File: config.mk
export PLATFORM = sky130hd
export DESIGN_NAME = object_file_section_parser_unit
export DESIGN_NICKNAME = d
export VERILOG_FILES = /design/src/hdl/osp_pkg.sv /design/src/hdl/osp_front.sv /design/src/hdl/osp_queue.sv /design/src/hdl/osp_back.sv /design/src/hdl/object_file_section_parser_unit.sv
export SDC_FILE = /design/constraint.sdc
export NUM_CORES = 1
export LEC_CHECK = 0
export ABC_AREA = 1
export BUFFER_PORTS_ARGS = -buffer_cell sky130_fd_sc_hd__buf_2
export CORE_MARGIN = 2
export CORE_UTILIZATION = 30
export DETAILED_ROUTE_END_ITERATION = 6
export HOLD_SLACK_MARGIN = 0.12
export PLACE_DENSITY = 0.57
export SYNTH_ARGS = -nofsm -noshare
export SYNTH_HDL_FRONTEND = slang
export SYNTH_SLANG_ARGS = --single-unit
File: constraint.sdc
create_clock -name clk -period 3.7 [get_ports clk]
set_clock_uncertainty 0.1 [all_clocks]
set_input_delay 0.37 -clock clk [delete_from_list [all_inputs] [get_ports clk]]
set_output_delay 0.37 -clock clk [all_outputs]
set_load 0.01 [all_outputs]
File: src/hdl/osp_pkg.sv
// Shared types and constants of the object file section parser unit.
package osp_pkg;

    // Result kinds carried on the output tuser.
    localparam logic [1:0] KIND_CODE     = 2'd0;
    localparam logic [1:0] KIND_DATA     = 2'd1;
    localparam logic [1:0] KIND_CHAR     = 2'd2;
    localparam logic [1:0] KIND_COMPLETE = 2'd3;

    // Section header words.
    localparam logic [15:0] HDR_CODE     = 16'hCADE;
    localparam logic [15:0] HDR_DATA     = 16'hDADA;
    localparam logic [15:0] HDR_SYMBOL   = 16'hC3B7;
    localparam logic [15:0] HDR_FILENAME = 16'hF17E;
    localparam logic [15:0] HDR_LINE     = 16'h715E;

    // Default depth of the queue between front and back.
    localparam int OSP_QUEUE_DEPTH = 4;

    // One queued work entry; pair marks a character followed by its completion marker.
    typedef struct packed {
        logic [1:0]  kind;
        logic [15:0] addr;
        logic [15:0] value;
        logic        pair;
    } osp_entry_t;

endpackage

File: src/hdl/osp_front.sv
// Front part: accepts stream bytes, assembles words and tracks the section state.
module osp_front (
    input  logic               clk,
    input  logic               rst_n,
    input  logic               s_tvalid,
    output logic               s_tready,
    input  logic [7:0]         s_tdata,   // [7:0] byte_in
    input  logic               q_full,
    output logic               push,
    output osp_pkg::osp_entry_t push_entry
);
    import osp_pkg::*;

    localparam logic [2:0] PH_HEADER   = 3'd0;
    localparam logic [2:0] PH_ADDR     = 3'd1;
    localparam logic [2:0] PH_COUNT    = 3'd2;
    localparam logic [2:0] PH_BODY     = 3'd3;
    localparam logic [2:0] PH_SYMCHARS = 3'd4;
    localparam logic [2:0] PH_SKIP     = 3'd5;

    localparam logic [2:0] SEC_CODE     = 3'd0;
    localparam logic [2:0] SEC_DATA     = 3'd1;
    localparam logic [2:0] SEC_SYMBOL   = 3'd2;
    localparam logic [2:0] SEC_FILENAME = 3'd3;
    localparam logic [2:0] SEC_LINE     = 3'd4;

    logic [2:0]  phase_reg, phase_next;
    logic [2:0]  section_reg, section_next;
    logic [7:0]  hold_reg, hold_next;
    logic        odd_reg, odd_next;
    logic [15:0] base_reg, base_next;
    logic [15:0] cur_reg, cur_next;
    logic [15:0] rem_reg, rem_next;

    logic        accept;
    logic [2:0]  eff_phase;
    logic        eff_odd;
    logic [15:0] word;
    logic        rem_last;

    // A byte is taken whenever the queue has a free slot.
    assign s_tready = !q_full;
    assign accept   = s_tvalid && s_tready;
    assign word     = {hold_reg, s_tdata};
    assign rem_last = (rem_reg == 16'd1);

    // Unused phase codes behave as the wait for a header word.
    assign eff_phase = (phase_reg > PH_SKIP) ? PH_HEADER : phase_reg;
    assign eff_odd   = (phase_reg > PH_SKIP) ? 1'b0 : odd_reg;

    // Next-state and queue entry for the accepted byte.
    always_comb
    begin
        phase_next   = phase_reg;
        section_next = section_reg;
        hold_next    = hold_reg;
        odd_next     = odd_reg;
        base_next    = base_reg;
        cur_next     = cur_reg;
        rem_next     = rem_reg;
        push         = 1'b0;
        push_entry   = '0;
        if (accept)
        begin
            case (eff_phase)
                PH_SYMCHARS:
                begin
                    push             = 1'b1;
                    push_entry.kind  = KIND_CHAR;
                    push_entry.addr  = base_reg;
                    push_entry.value = {8'h00, s_tdata};
                    push_entry.pair  = rem_last;
                    rem_next         = rem_reg - 16'd1;
                    if (rem_last)
                    begin
                        phase_next = PH_HEADER;
                        odd_next   = 1'b0;
                    end
                end
                PH_SKIP:
                begin
                    rem_next = rem_reg - 16'd1;
                    if (rem_last)
                    begin
                        phase_next = PH_HEADER;
                        odd_next   = 1'b0;
                    end
                end
                default:
                begin
                    phase_next = eff_phase;
                    if (!eff_odd)
                    begin
                        hold_next = s_tdata;
                        odd_next  = 1'b1;
                    end
                    else
                    begin
                        odd_next = 1'b0;
                        case (eff_phase)
                            PH_HEADER:
                            begin
                                if (word == HDR_CODE)
                                begin
                                    section_next = SEC_CODE;
                                    phase_next   = PH_ADDR;
                                end
                                else if (word == HDR_DATA)
                                begin
                                    section_next = SEC_DATA;
                                    phase_next   = PH_ADDR;
                                end
                                else if (word == HDR_SYMBOL)
                                begin
                                    section_next = SEC_SYMBOL;
                                    phase_next   = PH_ADDR;
                                end
                                else if (word == HDR_FILENAME)
                                begin
                                    section_next = SEC_FILENAME;
                                    phase_next   = PH_COUNT;
                                end
                                else if (word == HDR_LINE)
                                begin
                                    section_next = SEC_LINE;
                                    rem_next     = 16'd6;
                                    phase_next   = PH_SKIP;
                                end
                            end
                            PH_ADDR:
                            begin
                                base_next  = word;
                                cur_next   = word;
                                phase_next = PH_COUNT;
                            end
                            PH_COUNT:
                            begin
                                rem_next = word;
                                if (section_reg == SEC_SYMBOL)
                                begin
                                    if (word == 16'd0)
                                    begin
                                        push             = 1'b1;
                                        push_entry.kind  = KIND_COMPLETE;
                                        push_entry.addr  = base_reg;
                                        push_entry.value = 16'd0;
                                        push_entry.pair  = 1'b0;
                                        phase_next       = PH_HEADER;
                                    end
                                    else
                                    begin
                                        phase_next = PH_SYMCHARS;
                                    end
                                end
                                else if (section_reg == SEC_FILENAME)
                                begin
                                    phase_next = (word == 16'd0) ? PH_HEADER : PH_SKIP;
                                end
                                else
                                begin
                                    phase_next = (word == 16'd0) ? PH_HEADER : PH_BODY;
                                end
                            end
                            default:
                            begin
                                // Body word of a code or data section.
                                push             = 1'b1;
                                push_entry.kind  = (section_reg == SEC_DATA) ? KIND_DATA
                                                                             : KIND_CODE;
                                push_entry.addr  = cur_reg;
                                push_entry.value = word;
                                push_entry.pair  = 1'b0;
                                cur_next         = cur_reg + 16'd1;
                                rem_next         = rem_reg - 16'd1;
                                if (rem_last)
                                begin
                                    phase_next = PH_HEADER;
                                end
                            end
                        endcase
                    end
                end
            endcase
        end
    end

    // Section state registers.
    always_ff @(posedge clk or negedge rst_n)
    begin
        if (!rst_n)
        begin
            phase_reg   <= PH_HEADER;
            section_reg <= SEC_CODE;
            hold_reg    <= 8'h00;
            odd_reg     <= 1'b0;
            base_reg    <= 16'h0000;
            cur_reg     <= 16'h0000;
            rem_reg     <= 16'h0000;
        end
        else
        begin
            phase_reg   <= phase_next;
            section_reg <= section_next;
            hold_reg    <= hold_next;
            odd_reg     <= odd_next;
            base_reg    <= base_next;
            cur_reg     <= cur_next;
            rem_reg     <= rem_next;
        end
    end

endmodule

File: src/hdl/osp_queue.sv
// Short queue of work entries between the front and back parts.
module osp_queue #(
    parameter int DEPTH = osp_pkg::OSP_QUEUE_DEPTH
) (
    input  logic                clk,
    input  logic                rst_n,
    input  logic                push,
    input  osp_pkg::osp_entry_t push_entry,
    output logic                full,
    input  logic                pop,
    output logic                empty,
    output osp_pkg::osp_entry_t head
);
    import osp_pkg::*;

    localparam int PW = (DEPTH > 1) ? $clog2(DEPTH) : 1;
    localparam int CW = $clog2(DEPTH + 1);
    localparam logic [PW-1:0] LAST_PTR = PW'(DEPTH - 1);
    localparam logic [CW-1:0] FULL_CNT = CW'(DEPTH);

    osp_entry_t    slot_reg [DEPTH];
    logic [PW-1:0] wr_ptr_reg, wr_ptr_next;
    logic [PW-1:0] rd_ptr_reg, rd_ptr_next;
    logic [CW-1:0] count_reg, count_next;
    logic          do_push, do_pop;

    assign full    = (count_reg == FULL_CNT);
    assign empty   = (count_reg == '0);
    assign do_push = push && !full;
    assign do_pop  = pop && !empty;
    assign head    = slot_reg[rd_ptr_reg];

    // Pointer and fill count updates.
    always_comb
    begin
        wr_ptr_next = wr_ptr_reg;
        rd_ptr_next = rd_ptr_reg;
        count_next  = count_reg;
        if (do_push)
        begin
            wr_ptr_next = (wr_ptr_reg == LAST_PTR) ? '0 : wr_ptr_reg + 1'b1;
        end
        if (do_pop)
        begin
            rd_ptr_next = (rd_ptr_reg == LAST_PTR) ? '0 : rd_ptr_reg + 1'b1;
        end
        if (do_push && !do_pop)
        begin
            count_next = count_reg + 1'b1;
        end
        else if (do_pop && !do_push)
        begin
            count_next = count_reg - 1'b1;
        end
    end

    always_ff @(posedge clk or negedge rst_n)
    begin
        if (!rst_n)
        begin
            wr_ptr_reg <= '0;
            rd_ptr_reg <= '0;
            count_reg  <= '0;
        end
        else
        begin
            wr_ptr_reg <= wr_ptr_next;
            rd_ptr_reg <= rd_ptr_next;
            count_reg  <= count_next;
        end
    end

    // Entry storage needs no reset.
    always_ff @(posedge clk)
    begin
        if (do_push)
        begin
            slot_reg[wr_ptr_reg] <= push_entry;
        end
    end

endmodule

File: src/hdl/osp_back.sv
// Back part: drains the queue and drives the result stream from an output register.
module osp_back (
    input  logic                clk,
    input  logic                rst_n,
    input  logic                q_empty,
    input  osp_pkg::osp_entry_t q_head,
    output logic                pop,
    output logic                m_tvalid,
    input  logic                m_tready,
    output logic [31:0]         m_tdata,   // [15:0] target_address, [31:16] value
    output logic [1:0]          m_tuser,   // [1:0] kind
    output logic                m_tlast    // last_of_run
);
    import osp_pkg::*;

    logic        valid_reg, valid_next;
    logic        pending_reg, pending_next;
    logic [1:0]  kind_reg, kind_next;
    logic [15:0] addr_reg, addr_next;
    logic [15:0] value_reg, value_next;
    logic        last_reg, last_next;
    logic        can_load;

    assign can_load = !valid_reg || m_tready;
    assign pop      = can_load && !pending_reg && !q_empty;

    // Load the next result: the completion half of a pair first, else the queue head.
    always_comb
    begin
        valid_next   = valid_reg;
        pending_next = pending_reg;
        kind_next    = kind_reg;
        addr_next    = addr_reg;
        value_next   = value_reg;
        last_next    = last_reg;
        if (can_load)
        begin
            if (pending_reg)
            begin
                valid_next   = 1'b1;
                pending_next = 1'b0;
                kind_next    = KIND_COMPLETE;
                value_next   = 16'd0;
                last_next    = 1'b1;
            end
            else if (!q_empty)
            begin
                valid_next   = 1'b1;
                pending_next = q_head.pair;
                kind_next    = q_head.kind;
                addr_next    = q_head.addr;
                value_next   = q_head.value;
                last_next    = !q_head.pair;
            end
            else
            begin
                valid_next = 1'b0;
            end
        end
    end

    always_ff @(posedge clk or negedge rst_n)
    begin
        if (!rst_n)
        begin
            valid_reg   <= 1'b0;
            pending_reg <= 1'b0;
        end
        else
        begin
            valid_reg   <= valid_next;
            pending_reg <= pending_next;
        end
    end

    // Result payload registers.
    always_ff @(posedge clk)
    begin
        kind_reg  <= kind_next;
        addr_reg  <= addr_next;
        value_reg <= value_next;
        last_reg  <= last_next;
    end

    assign m_tvalid = valid_reg;
    assign m_tdata  = {value_reg, addr_reg};
    assign m_tuser  = kind_reg;
    assign m_tlast  = last_reg;

endmodule

File: src/hdl/object_file_section_parser_unit.sv
// Top level of the object file section parser unit.
//
// The slave stream takes one object file byte per transaction in s_tdata[7:0].
// The master stream gives one result per transaction: m_tdata[15:0] is the
// target address, m_tdata[31:16] the value, m_tuser the result kind (code
// write, data write, symbol character, symbol complete) and m_tlast marks the
// final result caused by a byte. Bytes that cause no result give no transaction.
// A byte's result entry is pushed into the queue as the byte is accepted and is
// loaded into the output register once that is free. Input runs at one byte per
// cycle while the queue is not full; the last character byte of a symbol gives
// two results, which leave one after the other through the single output
// register. The front part writes into a QUEUE_DEPTH entry queue and s_tready
// falls only while that queue is full, so a stalled receiver fills the queue
// first and then stops the input. Reset clears the section state, the queue and
// the output valid flag; the next byte is the first byte of a header word.
module object_file_section_parser_unit #(
    parameter int QUEUE_DEPTH = osp_pkg::OSP_QUEUE_DEPTH
) (
    input  logic        clk,
    input  logic        rst_n,
    input  logic        s_tvalid,
    output logic        s_tready,
    input  logic [7:0]  s_tdata,   // [7:0] byte_in
    output logic        m_tvalid,
    input  logic        m_tready,
    output logic [31:0] m_tdata,   // [15:0] target_address, [31:16] value
    output logic [1:0]  m_tuser,   // [1:0] kind
    output logic        m_tlast    // last_of_run
);
    import osp_pkg::*;

    logic       q_full, q_empty, push, pop;
    osp_entry_t push_entry, q_head;

    osp_front u_front (
        .clk        (clk),
        .rst_n      (rst_n),
        .s_tvalid   (s_tvalid),
        .s_tready   (s_tready),
        .s_tdata    (s_tdata),
        .q_full     (q_full),
        .push       (push),
        .push_entry (push_entry)
    );

    osp_queue #(
        .DEPTH (QUEUE_DEPTH)
    ) u_queue (
        .clk        (clk),
        .rst_n      (rst_n),
        .push       (push),
        .push_entry (push_entry),
        .full       (q_full),
        .pop        (pop),
        .empty      (q_empty),
        .head       (q_head)
    );

    osp_back u_back (
        .clk      (clk),
        .rst_n    (rst_n),
        .q_empty  (q_empty),
        .q_head   (q_head),
        .pop      (pop),
        .m_tvalid (m_tvalid),
        .m_tready (m_tready),
        .m_tdata  (m_tdata),
        .m_tuser  (m_tuser),
        .m_tlast  (m_tlast)
    );

endmodule

# Yosys cells after proc, flatten, opt, wreduce, memory -nomap -nowiden
# Memory sizes are Yosys's and may differ from the RTL's.
# Cells that the tools add are included.
[word_totals] ff_bits=107 mem_bits_rw=140 inputBits=12 out_inout_bits=37 n_memories=1
[mem_list] name="u_queue.slot_reg" depth=4 word_bits=35 read_ports=1 rd_ports_with_merged_regs=0 wr=1 line="osp_queue.sv:21" text="osp_entry_t slot_reg [DEPTH];"
[op_classes] add_sub_neg=6 magnitude_cmp=1 n_eq_ne=24 mux=60 bitwise=5 n_reduce_logical=32
[ops] cell="$mux W35" n=4
[ops] cell="$pmux W35 S2" n=2
[ops] cell="$mux W16" n=8
[ops] cell="$eq A16 B16 Y1 const B" n=4
[ops] cell="$mux W3" n=21
[ops] cell="$pmux W16 S3" n=1
[ops] cell="$pmux W16 S2" n=1
[ops] cell="$add A16 B1 Y16 const B" n=1
[ops] cell="$eq A16 B1 Y1 const B" n=1
[ops] cell="$eq A16 B15 Y1 const B" n=1
[ops] cell="$logic_not A16 Y1" n=1
[ops] cell="$mux W1" n=16
[ops] cell="$sub A16 B1 Y16 const B" n=1
[ops] cell="$ne A3 B3 Y1 const B" n=4
[ops] cell="$eq A3 B2 Y1 const B" n=3
[ops] cell="$eq A3 B3 Y1 const B" n=3
[ops] cell="$pmux W3 S3" n=1
[ops] cell="$mux W2" n=4
[ops] cell="$reduce_and A4 Y1" n=2
[ops] cell="$reduce_and A8 Y1" n=1
[ops] cell="$logic_and A1 B1 Y1" n=7
[ops] cell="$logic_not A1 Y1" n=7
[ops] cell="$eq A3 B1 Y1 const B" n=2
[ops] cell="$logic_not A3 Y1" n=2
[ops] cell="other kinds (17)" n=30

# Longest topological paths before layout
# Gate-level depths: netlist of the first run.
[logic_depth] ltp_word=13 mapped_depth=16 mapped_depth_nobuf=16

# By module
# Synthesis of the first run repeated with hierarchy kept, for this count alone.
[hier_totals] cells_unflattened=1190 area_unflattened_um2=11531.1
[by_module_without_submodules] module="osp_queue" n_inst=1 cells_each=469 area_per_inst_um2=6014.5 seq_area_each_um2=4379.2
[by_module_without_submodules] module="osp_front" n_inst=1 cells_each=632 area_per_inst_um2=4202.8 seq_area_each_um2=1576.5
[by_module_without_submodules] module="osp_back" n_inst=1 cells_each=89 area_per_inst_um2=1313.8 seq_area_each_um2=1101.1

# Least setup slack after synthesis of the first run
# No wires, ideal clock.
[synth_timing] kind="register -> register" from="register u_front.phase_reg[0]" to="memory u_queue.slot_reg[0][0] in the netlist's numbering (enable)" setup_ns=0.427 t_arrival_ns=2.731 required_time_ns=3.173 slack_ns=0.442 stages_incl_launch_ff=11 path_buffers=1 cell_sequence="dfrtp_1 > buf_2 > nor2_2 > nand2_4 > inv_6 > nand2_2 > nor2_2 > inv_1 > nand2_2 > nand2_4 > nor2_1"
[synth_via] elab_chain_cells=11 word_cells_on_any_way=16 cone_classes="order compare (1); eq/ne (4); mux (8); reduce/logical (3)"
[synth_lines] element="start, declared" line="osp_front.sv:27" text="logic [2:0] phase_reg, phase_next;"
[synth_lines] element="start signal, assigned" line="osp_front.sv:202" text="phase_reg <= phase_next;"
[synth_lines] element="$gt A3 B3 Y1" line="osp_front.sv:48, osp_front.sv:49"
[synth_lines] element="$mux W3" line="osp_front.sv:48" text="assign eff_phase = (phase_reg > PH_SKIP) ? PH_HEADER : phase_reg;"
[synth_lines] element="$eq A3 B1 Y1 or $logic_not A3 Y1 (tied branches)" line="osp_front.sv:100" text="case (eff_phase)"
[synth_lines] element="$reduce_or A2 Y1 (no source line)"
[synth_lines] element="$pmux W1 S2" line="osp_front.sv:100"
[synth_lines] element="$mux W1" line="osp_front.sv:92" text="if (!eff_odd)"
[synth_lines] element="$pmux W1 S2 (*)" line="osp_front.sv:65" text="case (eff_phase)"
[synth_lines] element="$mux W1 (*)" line="osp_front.sv:63" text="if (accept)"
[synth_lines] element="$logic_and A1 B1 Y1 (*)" line="osp_queue.sv:29" text="assign do_push = push && !full;"
[synth_lines] element="$mux W1 (*)" line="osp_queue.sv:76" text="if (do_push)"
[synth_lines] element="$mux W1 (implied by the code) (*)" line="osp_queue.sv:78" text="slot_reg[wr_ptr_reg] <= push_entry;"
[synth_lines] element="end, declared" line="osp_queue.sv:21"
# Mark *: on every way between the ends. The rest lies on a longest branch, timed or not.

# Worst setup path in the final report of the first run
[layout_timing] from="register u_front.phase_reg[2]" to="register u_queue.count_reg[2]"
[layout_via] elab_chain_cells=12 word_cells_on_any_way=19 cone_classes="order compare (1); eq/ne (4); mux (7); reduce/logical (7)"
[layout_lines] element="$gt A3 B3 Y1" line="osp_front.sv:48, osp_front.sv:49"
[layout_lines] element="$mux W3" line="osp_front.sv:48"
[layout_lines] element="$eq A3 B1 Y1 or $logic_not A3 Y1 (tied branches)" line="osp_front.sv:100"
[layout_lines] element="$reduce_or A2 Y1 (no source line)"
[layout_lines] element="$pmux W1 S2" line="osp_front.sv:100"
[layout_lines] element="$mux W1" line="osp_front.sv:92"
[layout_lines] element="$pmux W1 S2 (*)" line="osp_front.sv:65"
[layout_lines] element="$mux W1 (*)" line="osp_front.sv:63"
[layout_lines] element="$logic_and A1 B1 Y1 (*)" line="osp_queue.sv:29"
[layout_lines] element="via u_queue.do_push" line="osp_queue.sv:25" text="logic do_push, do_pop;"
[layout_lines] element="$logic_not A1 Y1" line="osp_queue.sv:51" text="else if (do_pop && !do_push)"
[layout_lines] element="$logic_and A1 B1 Y1" line="osp_queue.sv:51"
[layout_lines] element="$reduce_bool A2 Y1 (no source line)"
[layout_lines] element="end signal, assigned" line="osp_queue.sv:69" text="count_reg <= count_next;"
[layout_lines] element="end, declared" line="osp_queue.sv:24" text="logic [CW-1:0] count_reg, count_next;"
# Mark *: on every way through the listed nets, which the timed path passes. The rest lies on a longest branch.
# A chain may end at the register's enable or synchronous reset.

==> results.txt, run 1 <==
----------------------------------------------------
[Logic synthesis]
  Part of the Yosys area used for sequential elements ... 64.1%
  Async set-or-reset flop fraction in the synthesized netlist ... 29.1%
  Post-synthesis instance area ... 11,000 µm²
  Dominant register cell in the synthesized netlist ... sky130_fd_sc_hd__edfxtp_1
  Total nets after synthesis ... 1,101
  Unique masters post-synth ... 45
  Number of warnings reported in the yosys synthesis log ... 0
  Simple-gate area share of the yosys netlist ... 17.2%
  Largest family of logic cells by synthesized area ... simple AND/OR/NAND/NOR gates
  Gate count of the mapped netlist ... 1,079
  Synthesis-stage register bit count ... 247
  Fraction of synthesized area in multiplexers ... 0.102%
  Synth Area in Compound Gates ... 11.4%
  Average instance area after synthesis ... 10.2 µm²
  EDFF count, synth ... 175
  Share of the synthesized netlist area taken by xor and xnor gates ... 1.03%
  Synth Area in Adders ... 1.20%

[Global route]
  Number of antenna violations at the first check in global routing ... 0
  Vias in the first global route ... 7,674
  Overall global routing resource usage ... 15.1%
  Largest net degree at the start of global routing ... 73
  Overflow left after global routing ... 0
  Global-route wire length before repair ... 44.6 mm

[Critical path]
  Startpoint of the lowest-slack register-to-register path ... u_front.phase_reg[2]$_DFFE_PN0P_
  Worst-case register-to-register setup slack ... 660 ps
  Worst path most repeated cell ... sky130_fd_sc_hd__inv_2
  Crit-path cells ... inv_2 > nor2_8 > inv_2 > nand2_2 > inv_2 > nor2_4 > inv_4 > nand2_2 > nand2_4 > clkinv_2 > ha_1 > inv_1 > fa_1 > a21oi_1 > o21ai_0 > xnor2_1
  Category of the worst setup path launch point ... flip-flop
  Category of the critical setup timing path ... reg2reg
  Buffer and inverter count on the worst path ... 6
  CP arrival ... 3380 ps
  Worst path required time ... 4040 ps
  Worst reg2reg endpoint ... u_queue.count_reg[2]$_DFFE_PN0P_
  Crit. End Element ... flip-flop
  CP Max Fanout ... 12
  Worst-case reg-to-reg path depth ... 16
  Beginning of the critical path ... u_front.phase_reg[2]$_DFFE_PN0P_
  Dominant delay contributor by cell family on the critical path ... simple AND/OR/NAND/NOR gates
  Critical path depth in cells ... 16
  Slowest cell on crit path ... sky130_fd_sc_hd__fa_1
  Critical path's largest stage delay ... 450 ps

[Floorplan]
  Area of the core ... 36,300 µm²
  Area enclosed by the die boundary ... 38,200 µm²
  Starting density of the core ... 30.3%
  Horiz. Die Dim ... 196 µm
  Count of pins on the block boundary ... 49
  Vert. Die Dim ... 196 µm
  Num rows ... 70

[Clock network]
  Buffer cell driving the clock tree root ... sky130_fd_sc_hd__clkbuf_16
  Maximum clock path buffer count ... 3
  Quantity of hold-fixing buffers added after cts ... 5
  Clock buffers created by TritonCTS ... 27
  Number of instances resized during post-cts repair ... 0
  Maximum level of the CTS H-tree ... 1
  Number of setup buffers added after CTS ... 0
  Clock latency of the later-clocked register in the worst-skew pair ... 550 ps
  CTS tree ... done
  TritonCTS Sinks ... 247
  Clk slew on worst S/H paths ... 60 ps

[Power and ir drop]
  P per Cell Area ... 785 nW/µm²
  VDD IR-drop max ... 0.451 mV
  Cell leakage power ... 5.01 nW
  Total power draw ... 10.0 mW

[Route]
  Final ANT Viol Nets ... 0
  Routed wire per std cell ... 17.7 µm
  Number of vias in the routed layout ... 7,898
  Final wirelength ... 28.7 mm
  Detailed Routing Iterations Pass 1 ... 5
  Iteration-0 DRC count of the detailed router ... 530
  Detail-routed via count per cell ... 4.86
  Remaining routing DRC violations ... 0

[Timing]
  Final Hold Fails ... 0
  Setup repair after global routing missed its margin ... false
  Slew Viols, Final ... 0
  Hold slack final ... 146 ps
  Upper clock frequency limit ... 328 MHz
  Worst rel slew slack ... 27.5%
  Final min period ... 3040 ps
  Total negative slack for setup checks ... 0 ps
  Period utilisation layout ... 82.3%
  Final setup violation count ... 0
  Slew of the pin with the lowest slew margin ... 1080 ps

[Worst hold path]
  Hold Path Sink ... u_front.rem_reg[0]$_DFFE_PN0P_
  WHS Path Cells ... 3
  Worst hold path type ... in2reg
  Hold path start ... s_tdata[0]

[Finish]
  ANT cells ... 0
  Count of fill cells added during filler insertion ... 3,614
  Net count of the finished layout ... 1,159
  Ratio of cells with drive above 1 in the final layout ... 12.4%
  Max FFs per register ... 140
  Area growth syn-to-layout ... 15.8%

[Placed design]
  GPL Wtd Cong ... 0.907
  Placed wire-length estimate after detailed placement ... 19.5 mm
  Buffers added on ports ... 48

[Outcome]
  Outcome ... finished clean

[Flow run]
  Number of violations of the max-capacitance limit ... 0

----------------------------------------------------
## cells by family after synthesis
logic type / count (synthesis)
flops: 247
buf+inv: 136
fa+ha+maj: 10
mux: 1
compound gates: 229
simple gates: 443
xor+xnor: 13
## routing by layer
layer | vias up | GRT usage (%) | share of wire [%] | routed length, µm
met1 | 3830 | 21.8 | 48 | 13700
li1 | 3817 | - | - | -
met4 | 0 | 3.34 | 2.1 | 599
met3 | 46 | 2.52 | 5.3 | 1510
met5 | - | 0 | 0 | 0
met2 | 205 | 23.7 | 45 | 12900
## cells in the mapped netlist (3+ instances only)
library cell	count	area, µm²
sky130_fd_sc_hd__nand2_1	186	698
sky130_fd_sc_hd__a21oi_1	42	210
sky130_fd_sc_hd__buf_2	8	40.0
sky130_fd_sc_hd__nor2_4	3	33.8
sky130_fd_sc_hd__inv_2	7	26.3
sky130_fd_sc_hd__xor2_1	9	78.8
sky130_fd_sc_hd__clkinv_1	3	11.3
sky130_fd_sc_hd__edfxtp_1	175	5260
sky130_fd_sc_hd__nor2_2	4	25.0
sky130_fd_sc_hd__dfrtp_1	72	1800
sky130_fd_sc_hd__o211ai_1	8	60.1
sky130_fd_sc_hd__nor3_1	23	115
sky130_fd_sc_hd__nor2_1	159	597
sky130_fd_sc_hd__inv_1	81	304
sky130_fd_sc_hd__a22oi_1	6	45.0
sky130_fd_sc_hd__nand4_1	13	81.3
sky130_fd_sc_hd__o32ai_1	3	26.3
sky130_fd_sc_hd__nor4_1	3	18.8
sky130_fd_sc_hd__xnor2_1	4	35.0
sky130_fd_sc_hd__clkbuf_1	29	109
sky130_fd_sc_hd__nand2_2	5	31.3
sky130_fd_sc_hd__o22ai_1	21	131
sky130_fd_sc_hd__o21ai_0	131	656
sky130_fd_sc_hd__ha_1	9	113
sky130_fd_sc_hd__nand3_1	37	185
sky130_fd_sc_hd__o21ai_1	11	55.1
## worst max path at each step
stage | to | slack (ps)
2_1_floorplan | u_queue.slot_reg[0][0]$_DFFE_PP_ | 440
3_5_place_dp | u_queue.count_reg[2]$_DFFE_PN0P_ | 670
3_3_place_gp | u_queue.count_reg[2]$_DFFE_PN0P_ | 710
6_report | u_queue.count_reg[2]$_DFFE_PN0P_ | 660
4_1_cts | u_queue.count_reg[2]$_DFFE_PN0P_ | 660
5_1_grt | u_queue.count_reg[2]$_DFFE_PN0P_ | 490
## power by group
| part | total, mW | internal, mW | leakage (nW) | switching, mW |
|---|---|---|---|---|
| sequential | 4.09 | 3.68 | 2.54 | 0.409 |
| clock | 2.62 | 1.53 | 0.409 | 1.09 |
| combinational | 3.29 | 1.01 | 2.06 | 2.28 |
| total | 10.0 | 6.22 | 5.01 | 3.78 |
## placed cells by master (no fill, tap or decap), drive strengths merged, types with 2 or more instances in the layout
master,count
o32ai,3
a22oi,6
clkinv,10
xnor2,4
or2,2
nor2,167
clkbuf,38
nor3,25
o211ai,8
nor4,3
ha,9
nand2,193
clkinvlp,2
o21ai,144
dfrtp,72
a21oi,43
xor2,9
o22ai,21
nand4,13
inv,91
nand3,39
dlygate4sd3,5
edfxtp,175
buf,65
a31oi,2
bufinv,2
## through the flow
step	worst slack (ps)	utilization, %	std cells	instance area, µm²
2_1_floorplan	442	-	1079	11000
3_3_place_gp	714	32.6	1571	11800
3_5_place_dp	666	32.6	1571	11800
4_1_cts	663	35.1	1624	12700
5_1_grt	487	35.1	1624	12700
6_report	655	35.1	1624	12700
## worst min-delay path: stages
cell and delay (ps):
sky130_fd_sc_hd__buf_2 160, sky130_fd_sc_hd__a221oi_2 80, sky130_fd_sc_hd__a21oi_1 140
## area by class of cell
| cell class | instances | area [µm²] | area share (%) |
|---|---|---|---|
| multi-input combinational | 696 | 3430 | 26.9 |
| clock buffer | 38 | 737 | 5.78 |
| sequential | 247 | 7060 | 55.4 |
| tap | 468 | 586 | 4.60 |
| clock inverter | 10 | 120 | 0.943 |
| timing repair buffer | 70 | 445 | 3.50 |
| inverter | 95 | 367 | 2.88 |
Note: power is estimated with default switching activity, not from simulation.
==> inputs of run 2 (changes only) <==
--- a/config.mk
+++ b/config.mk
@@ -5,13 +5,13 @@
 export SDC_FILE = /design/constraint.sdc
 export NUM_CORES = 1
 export LEC_CHECK = 0
-export ABC_AREA = 1
+export ABC_AREA = 0
 export BUFFER_PORTS_ARGS = -buffer_cell sky130_fd_sc_hd__buf_2
 export CORE_MARGIN = 2
 export CORE_UTILIZATION = 30
 export DETAILED_ROUTE_END_ITERATION = 6
 export HOLD_SLACK_MARGIN = 0.12
-export PLACE_DENSITY = 0.57
+export PLACE_DENSITY = 0.58
 export SYNTH_ARGS = -nofsm -noshare
 export SYNTH_HDL_FRONTEND = slang
 export SYNTH_SLANG_ARGS = --single-unit
==> constraint.sdc (replaced) <==
create_clock -name clk -period 2.57 [get_ports clk]
set_clock_uncertainty 0.1 [all_clocks]
set_input_delay 0.257 -clock clk [delete_from_list [all_inputs] [get_ports clk]]
set_output_delay 0.257 -clock clk [all_outputs]
set_load 0.01 [all_outputs]
==> results.txt, run 2 <==
----------------------------------------------------
[Finish]
  Max FFs per register ... 140 (unchanged)
  Ratio of cells with drive above 1 in the final layout ... 32.9% (was 12.4%)
  ANT cells ... 0 (unchanged)
  Net count of the finished layout ... 891 (was 1,159)
  Most common library cell in the layout ignoring fill and taps ... sky130_fd_sc_hd__edfxtp_1 (was sky130_fd_sc_hd__nand2_1)
  Leading cell types in the layout, fill and taps excluded ... sky130_fd_sc_hd__edfxtp_1 (175), sky130_fd_sc_hd__dfrtp_1 (71), sky130_fd_sc_hd__buf_4 (64) (was sky130_fd_sc_hd__nand2_1 (186), sky130_fd_sc_hd__edfxtp_1 (175), sky130_fd_sc_hd__nor2_1 (155))
  Post-Layout Cell Count ... 1,351 (was 1,624)
  Area growth syn-to-layout ... 25.8% (was 15.8%)

[Logic synthesis]
  Cell types with the largest area share after synthesis ... sky130_fd_sc_hd__edfxtp_1 (49%), sky130_fd_sc_hd__dfrtp_1 (17%), sky130_fd_sc_hd__mux4_2 (7.3%), sky130_fd_sc_hd__mux2_2 (3.0%), sky130_fd_sc_hd__a21oi_1 (2.5%) (was sky130_fd_sc_hd__edfxtp_1 (48%), sky130_fd_sc_hd__dfrtp_1 (16%), sky130_fd_sc_hd__nand2_1 (6.3%), sky130_fd_sc_hd__o21ai_0 (6.0%), sky130_fd_sc_hd__nor2_1 (5.4%))
  EDFF count, synth ... 175 (unchanged)
  Area leader, netlist ... sky130_fd_sc_hd__edfxtp_1 (unchanged)
  Part of the Yosys area used for sequential elements ... 65.4% (was 64.1%)
  Area share of the largest cell type after synthesis ... 48.7% (was 47.7%)
  Average instance area after synthesis ... 14.8 µm² (was 10.2 µm²)
  Gate count of the mapped netlist ... 731 (was 1,079)
  Async set-or-reset flop fraction in the synthesized netlist ... 29.1% (unchanged)
  Dominant register cell in the synthesized netlist ... sky130_fd_sc_hd__edfxtp_1 (unchanged)
  Unique masters post-synth ... 68 (was 45)
  Dominant cell by count in the synthesized netlist ... sky130_fd_sc_hd__edfxtp_1 (was sky130_fd_sc_hd__nand2_1)
  Synthesis-stage register bit count ... 247 (unchanged)
  Commonest cells post-synth ... sky130_fd_sc_hd__edfxtp_1 (175), sky130_fd_sc_hd__dfrtp_1 (72), sky130_fd_sc_hd__a21oi_1 (53) (was sky130_fd_sc_hd__nand2_1 (186), sky130_fd_sc_hd__edfxtp_1 (175), sky130_fd_sc_hd__nor2_1 (159))
  Number of warnings reported in the yosys synthesis log ... 0 (unchanged)
  Post-synthesis instance area ... 10,800 µm² (was 11,000 µm²)
  Total nets after synthesis ... 753 (was 1,101)

[Placed design]
  Buffers added on ports ... 48 (unchanged)
  Number of placed cells counting well taps ... 1,274 (was 1,571)
  Placed wire-length estimate after detailed placement ... 17.2 mm (was 19.5 mm)
  GPL Wtd Cong ... 0.861 (was 0.907)

[Floorplan]
  Vert. Die Dim ... 194 µm (was 196 µm)
  Area of the core ... 35,500 µm² (was 36,300 µm²)
  Num rows ... 69 (was 70)
  Area enclosed by the die boundary ... 37,500 µm² (was 38,200 µm²)
  Starting density of the core ... 30.4% (was 30.3%)
  Count of pins on the block boundary ... 49 (unchanged)
  Horiz. Die Dim ... 194 µm (was 196 µm)

[Worst hold path]
  Hold Path Sink ... u_front.hold_reg[0]$_DFFE_PN0P_ (was u_front.rem_reg[0]$_DFFE_PN0P_)
  Hold path start ... s_tdata[0] (unchanged)
  Worst hold path type ... in2reg (unchanged)
  WHS Path Cells ... 3 (unchanged)

[Critical path]
  Category of the worst setup path launch point ... flip-flop (unchanged)
  CP Max Fanout ... 6 (was 12)
  Worst reg2reg endpoint ... u_queue.slot_reg[3][18]$_DFFE_PP_ (was u_queue.count_reg[2]$_DFFE_PN0P_)
  Crit. End Element ... flip-flop (unchanged)
  Worst-case register-to-register setup slack ... -240 ps (was 660 ps)
  Worst-case reg-to-reg path depth ... 9 (was 16)
  Category of the critical setup timing path ... reg2reg (unchanged)
  Startpoint of the lowest-slack register-to-register path ... u_front.hold_reg[2]$_DFFE_PN0P_ (was u_front.phase_reg[2]$_DFFE_PN0P_)
  CP arrival ... 2980 ps (was 3380 ps)
  Worst path required time ... 2740 ps (was 4040 ps)

[Global route]
  Overflow left after global routing ... 0 (unchanged)
  Overall global routing resource usage ... 14.0% (was 15.1%)
  Largest net degree at the start of global routing ... 44 (was 73)
  Vias in the first global route ... 6,930 (was 7,674)
  Number of antenna violations at the first check in global routing ... 1 (was 0)
  Global-route wire length before repair ... 41.3 mm (was 44.6 mm)

[Power and ir drop]
  Cell leakage power ... 5.10 nW (was 5.01 nW)
  VDD IR-drop max ... 0.634 mV (was 0.451 mV)
  P per Cell Area ... 1060 nW/µm² (was 785 nW/µm²)

[Timing]
  Final Hold Fails ... 0 (unchanged)
  Final setup violation count ... 146 (was 0)
  Final min period ... 2810 ps (was 3040 ps)
  Setup repair after global routing missed its margin ... true (was false)
  Slew Viols, Final ... 0 (unchanged)
  Worst rel slew slack ... 53.3% (was 27.5%)
  Slew of the pin with the lowest slew margin ... 695 ps (was 1080 ps)
  Upper clock frequency limit ... 356 MHz (was 328 MHz)
  Period utilisation layout ... 109% (was 82.3%)
  Total negative slack for setup checks ... -27,450 ps (was 0 ps)
  Minimum setup slack in the final design ... -240 ps (was 655 ps)

[Route]
  Final ANT Viol Nets ... 0 (unchanged)
  Remaining routing DRC violations ... 0 (unchanged)
  Detailed Routing Iterations Pass 1 ... 7 (was 5)
  Routed wire per std cell ... 19.9 µm (was 17.7 µm)
  Final wirelength ... 26.9 mm (was 28.7 mm)
  Number of vias in the routed layout ... 6,914 (was 7,898)
  Iteration-0 DRC count of the detailed router ... 381 (was 530)
  Detail-routed via count per cell ... 5.12 (was 4.86)

[Clock network]
  Clk slew on worst S/H paths ... 60 ps (about the same)
  Maximum clock path buffer count ... 3 (unchanged)
  Buffer cell driving the clock tree root ... sky130_fd_sc_hd__clkbuf_16 (unchanged)
  CTS tree ... done (unchanged)
  Clock buffers created by TritonCTS ... 27 (unchanged)
  Clock latency of the later-clocked register in the worst-skew pair ... 560 ps (was 550 ps)
  Maximum level of the CTS H-tree ... 1 (unchanged)
  TritonCTS Sinks ... 247 (unchanged)

[Flow run]
  Number of violations of the max-capacitance limit ... 0 (unchanged)

[Outcome]
  Outcome ... complete, but fails checks (was finished clean)
  Violations in the final reports ... negative setup slack

----------------------------------------------------
## run 2: cell count changes after synthesis, sizes merged, moves of 23 or more
cell,change
and2,+23
inv,-70
mux2,+28
mux4,+35
nand2,-167
nand3,-28
nor2,-131
o21ai,-129
## run 2: cell type report
| class | instances | area [µm²] |
|---|---|---|
| Inverter | 21 | 78.8 |
| Timing Repair Buffer | 151 | 1370 |
| Fill cell | 3344 | 21900 |
| Clock inverter | 7 | 81.3 |
| Clock buffer | 43 | 776 |
| Sequential cell | 247 | 7060 |
| Tap cell | 461 | 577 |
| Multi-Input combinational cell | 421 | 3650 |
## run 2: worst max-delay path by stage
stage                                     from                           endpoint  slack [ps]  cells past startpoint
2_1_floorplan  u_front.hold_reg[1]$_DFFE_PN0P_   u_queue.count_reg[2]$_DFFE_PN0P_        -420                     11
3_3_place_gp                        s_tdata[0]   u_queue.count_reg[2]$_DFFE_PN0P_        -380                     11
3_5_place_dp                        s_tdata[0]   u_queue.count_reg[2]$_DFFE_PN0P_        -380                     11
4_1_cts        u_front.hold_reg[2]$_DFFE_PN0P_   u_queue.count_reg[2]$_DFFE_PN0P_        -230                     10
5_1_grt        u_front.hold_reg[2]$_DFFE_PN0P_   u_queue.count_reg[2]$_DFFE_PN0P_        -350                     10
6_report       u_front.hold_reg[2]$_DFFE_PN0P_  u_queue.slot_reg[3][18]$_DFFE_PP_        -240                      9
## run 2: what timing repair did
item                                   CTS  global route
resized for setup                       14            22
setup endpoints to repair              146           192
buffers inserted                         6             3
hold buffers                            10             0
cloned                                   2             8
endpoints found under the hold margin   90             0
pin swaps                                6             4
## run 2: worst max-delay path: stages, from the launching register on
cell	delay [ps]
sky130_fd_sc_hd__dfrtp_1	370
sky130_fd_sc_hd__or4_4	560
sky130_fd_sc_hd__nor4_4	380
sky130_fd_sc_hd__nand4_2	200
sky130_fd_sc_hd__a21oi_4	210
sky130_fd_sc_hd__buf_4	140
sky130_fd_sc_hd__buf_6	100
sky130_fd_sc_hd__and2_4	180
sky130_fd_sc_hd__buf_12	140
sky130_fd_sc_hd__clkbuf_16	150
## run 2: cell families (layout without fill, tap and decap cells)
group                      count (synthesis)  count (layout)  share of synthesized area [%]
AOI/OAI and AO/OA                        150             150                           9.78
xor gates and xnor gates                   4               4                          0.325
adders and majority gates                 10              10                           1.23
buffers and inverters                     63             222                           2.54
DFF                                      247             247                           65.4
muxes                                     65              65                           10.4
and+or+nand+nor                          192             192                           10.4
## run 2: where the power goes
group          internal, mW  total, mW  switching, mW
Clock                  2.18       3.75           1.57
Sequential             5.30       5.98          0.684
Combinational          2.16       4.70           2.53
Total                  9.64       14.4           4.79
## run 2: stage by stage
step,hold slack (ps),instance area [µm²],setup slack [ps],utilization (%),power [mW]
finish,140,13600,-240,38.3,14.4
global route,147,13600,-350,38.3,15.3
CTS,148,13200,-231,37.3,14.4
detailed placement,221,12100,-379,34.2,10.6
global placement,222,12100,-381,34.2,10.5
floorplan,-139,10800,-421,-,8.84
## run 2: routing by layer
layer	vias to the layer above	wire length, µm	track usage, %
met5	-	0	0
li1	3145	-	-
met2	221	12500	22.1
met4	0	658	4.18
met3	42	1640	2.63
met1	3506	12100	19.7
==> inputs of run 3 (changes only) <==
--- a/config.mk
+++ b/config.mk
@@ -6,12 +6,14 @@
 export NUM_CORES = 1
 export LEC_CHECK = 0
 export ABC_AREA = 0
-export BUFFER_PORTS_ARGS = -buffer_cell sky130_fd_sc_hd__buf_2
+export CORE_ASPECT_RATIO = 1.4
 export CORE_MARGIN = 2
 export CORE_UTILIZATION = 30
+export CTS_BUF_LIST = sky130_fd_sc_hd__clkbuf_8
 export DETAILED_ROUTE_END_ITERATION = 6
+export DONT_BUFFER_PORTS = 1
 export HOLD_SLACK_MARGIN = 0.12
-export PLACE_DENSITY = 0.58
+export PLACE_DENSITY = 0.57
 export SYNTH_ARGS = -nofsm -noshare
 export SYNTH_HDL_FRONTEND = slang
 export SYNTH_SLANG_ARGS = --single-unit
==> results.txt, run 3 (synthesized netlist as in run 2, its figures left out) <==
----------------------------------------------------
[Outcome]
  Outcome ... complete, but fails checks (unchanged)
  Violations in the final reports ... negative setup slack (unchanged)

[Critical path]
  Category of the critical setup timing path ... reg2reg (unchanged)
  Crit. End Element ... flip-flop (unchanged)
  CP arrival ... 3090 ps (was 2980 ps)
  Worst-case register-to-register setup slack ... -150 ps (was -240 ps)
  Worst path required time ... 2940 ps (was 2740 ps)
  Category of the worst setup path launch point ... flip-flop (unchanged)
  CP Max Fanout ... 2 (was 6)

[Route]
  Detailed Routing Iterations Pass 1 ... 5 (was 7)
  Detail-routed via count per cell ... 5.13 (was 5.12)
  Final wirelength ... 27.1 mm (was 26.9 mm)
  Final ANT Viol Nets ... 0 (unchanged)
  Iteration-0 DRC count of the detailed router ... 311 (was 381)
  Routed wire per std cell ... 20.8 µm (was 19.9 µm)
  Number of vias in the routed layout ... 6,697 (was 6,914)
  Remaining routing DRC violations ... 0 (unchanged)

[Clock network]
  CTS tree ... done (unchanged)
  Maximum level of the CTS H-tree ... 2 (was 1)
  TritonCTS Sinks ... 247 (unchanged)
  Maximum clock path buffer count ... 3 (unchanged)
  Clock buffers created by TritonCTS ... 38 (was 27)
  Buffer cell driving the clock tree root ... sky130_fd_sc_hd__clkbuf_8 (was sky130_fd_sc_hd__clkbuf_16)
  Clk slew on worst S/H paths ... 70 ps (was 60 ps)
  Clock latency of the later-clocked register in the worst-skew pair ... 560 ps (about the same)

[Power and ir drop]
  Switching share of total power ... 33.9% (was 33.2%)
  P per Cell Area ... 1050 nW/µm² (was 1060 nW/µm²)
  Sequential Power Share ... 45.1% (was 41.5%)
  Internal power consumption ... 9.11 mW (was 9.64 mW)
  Net switching component of the power ... 4.68 mW (was 4.79 mW)
  Part of the total power dissipated in combinational logic ... 30.3% (was 32.5%)
  Cell leakage power ... 4.85 nW (was 5.10 nW)
  Share of total power in the clock network ... 24.6% (was 26.0%)
  VDD IR-drop max ... 0.419 mV (was 0.634 mV)

[Worst hold path]
  Worst hold path type ... in2reg (unchanged)

[Timing]
  Final setup violation count ... 206 (was 146)
  Slew Viols, Final ... 0 (unchanged)
  Final min period ... 2720 ps (was 2810 ps)
  Period utilisation layout ... 106% (was 109%)
  Minimum setup slack in the final design ... -151 ps (was -240 ps)
  Worst rel slew slack ... 33.9% (was 53.3%)
  Setup repair after global routing missed its margin ... true (unchanged)
  Upper clock frequency limit ... 368 MHz (was 356 MHz)
  Slew of the pin with the lowest slew margin ... 991 ps (was 695 ps)
  Final Hold Fails ... 0 (unchanged)
  Total negative slack for setup checks ... -17,650 ps (was -27,450 ps)
  Hold slack final ... 159 ps (was 140 ps)

[Floorplan]
  Vert. Die Dim ... 228 µm (was 194 µm)
  Count of pins on the block boundary ... 49 (unchanged)
  Horiz. Die Dim ... 164 µm (was 194 µm)
  Num rows ... 82 (was 69)
  Area of the core ... 35,600 µm² (was 35,500 µm²)
  Area enclosed by the die boundary ... 37,500 µm² (about the same)
  Starting density of the core ... 30.3% (was 30.4%)

[Placed design]
  Placed wire-length estimate after detailed placement ... 17.3 mm (was 17.2 mm)
  Number of placed cells counting well taps ... 1,209 (was 1,274)
  Placed standard-cell area ... 11,700 µm² (was 12,100 µm²)
  Buffers added on ports ... 0 (was 48)
  GPL Wtd Cong ... 0.810 (was 0.861)

[Global route]
  Global-route wire length before repair ... 40.2 mm (was 41.3 mm)
  Largest net degree at the start of global routing ... 73 (was 44)
  Number of antenna violations at the first check in global routing ... 0 (was 1)
  Vias in the first global route ... 6,804 (was 6,930)
  Overflow left after global routing ... 0 (unchanged)
  Overall global routing resource usage ... 13.9% (was 14.0%)

[Finish]
  Leading cell types in the layout, fill and taps excluded ... sky130_fd_sc_hd__edfxtp_1 (175), sky130_fd_sc_hd__dfrtp_1 (71), sky130_fd_sc_hd__a21oi_1 (53) (was sky130_fd_sc_hd__edfxtp_1 (175), sky130_fd_sc_hd__dfrtp_1 (71), sky130_fd_sc_hd__buf_4 (64))
  Area growth syn-to-layout ... 21.6% (was 25.8%)
  Post-layout utilization of the core ... 36.9% (was 38.3%)
  Net count of the finished layout ... 836 (was 891)
  Cell area after layout ... 13,100 µm² (was 13,600 µm²)
  Max FFs per register ... 140 (unchanged)
  Ratio of cells with drive above 1 in the final layout ... 29.0% (was 32.9%)
  Post-Layout Cell Count ... 1,305 (was 1,351)
  Most common library cell in the layout ignoring fill and taps ... sky130_fd_sc_hd__edfxtp_1 (unchanged)
  Count of fill cells added during filler insertion ... 3,341 (was 3,344)

[Flow run]
  Number of violations of the max-capacitance limit ... 0 (unchanged)

----------------------------------------------------
-- run 3: power groups by stage --
| stage | clock, mW | sequential, mW | combinational (mW) |
|---|---|---|---|
| final | 3.39 | 6.22 | 4.18 |
| after global routing | 3.65 | 6.33 | 4.57 |
| after detailed placement | 0 | 6.24 | 4.02 |
| after CTS | 3.50 | 6.17 | 4.13 |
| after floorplan | 0 | 5.92 | 2.92 |
| after global placement | 0 | 6.23 | 3.95 |
-- run 3: cell type report --
cell class	instances	area (µm²)	share of cell area, %
inverter	21	78.8	0.600
sequential	247	7060	53.7
multi-input combinational	421	3670	28.0
tap	462	578	4.40
clock buffer	43	592	4.51
clock inverter	25	195	1.49
antenna	1	2.50	0.0191
timing repair buffer	85	956	7.28
-- run 3: worst max-delay path, stage by stage, from the launching register on --
cell and delay (ps):
sky130_fd_sc_hd__dfrtp_1 380, sky130_fd_sc_hd__or4_4 530, sky130_fd_sc_hd__nor4_4 330, sky130_fd_sc_hd__nand4_2 180, sky130_fd_sc_hd__a21oi_4 210, sky130_fd_sc_hd__ha_4 160, sky130_fd_sc_hd__inv_2 30, sky130_fd_sc_hd__fa_2 320
sky130_fd_sc_hd__xor2_1 140, sky130_fd_sc_hd__nor2_1 110, sky130_fd_sc_hd__xor2_1 140
-- run 3: per-layer routing --
layer	part of all wire (%)	vias to the layer above	track usage [%]
met1	39	3398	16.6
met3	4.7	66	2.72
met2	52	212	23.8
met5	0	-	0
met4	3.8	0	6.52
li1	-	3021	-
-- run 3: stage by stage --
stage | setup WS, ps | total power, mW
floorplan | -421 | 8.84
finish | -151 | 13.8
global placement | -194 | 10.2
detailed placement | -232 | 10.3
global route | -278 | 14.6
CTS | -155 | 13.8
-- run 3: timing repair --
| item | CTS | global route |
|---|---|---|
| resized for setup | 16 | 20 |
| pin swaps | 6 | 3 |
| cloned | 1 | 9 |
| setup endpoints to repair | 126 | 206 |
| setup buffers | 3 | 3 |
| endpoints found under the hold margin | 146 | 0 |
| hold buffers | 12 | 0 |
-- run 3: worst paths after layout --
kind	cells after the start	start	end
hold reg to reg	2	u_front.rem_reg[13]$_DFFE_PN0P_	u_front.rem_reg[13]$_DFFE_PN0P_
max in group asynchronous	2	rst_n	u_front.phase_reg[2]$_DFFE_PN0P_
hold / removal	5	s_tdata[0]	u_front.section_reg[1]$_DFFE_PN0P_
setup reg to reg	10	u_front.hold_reg[0]$_DFFE_PN0P_	u_queue.count_reg[2]$_DFFE_PN0P_
min in group asynchronous	2	rst_n	u_front.base_reg[12]$_DFFE_PN0P_
setup / recovery	10	u_front.hold_reg[0]$_DFFE_PN0P_	u_queue.count_reg[2]$_DFFE_PN0P_
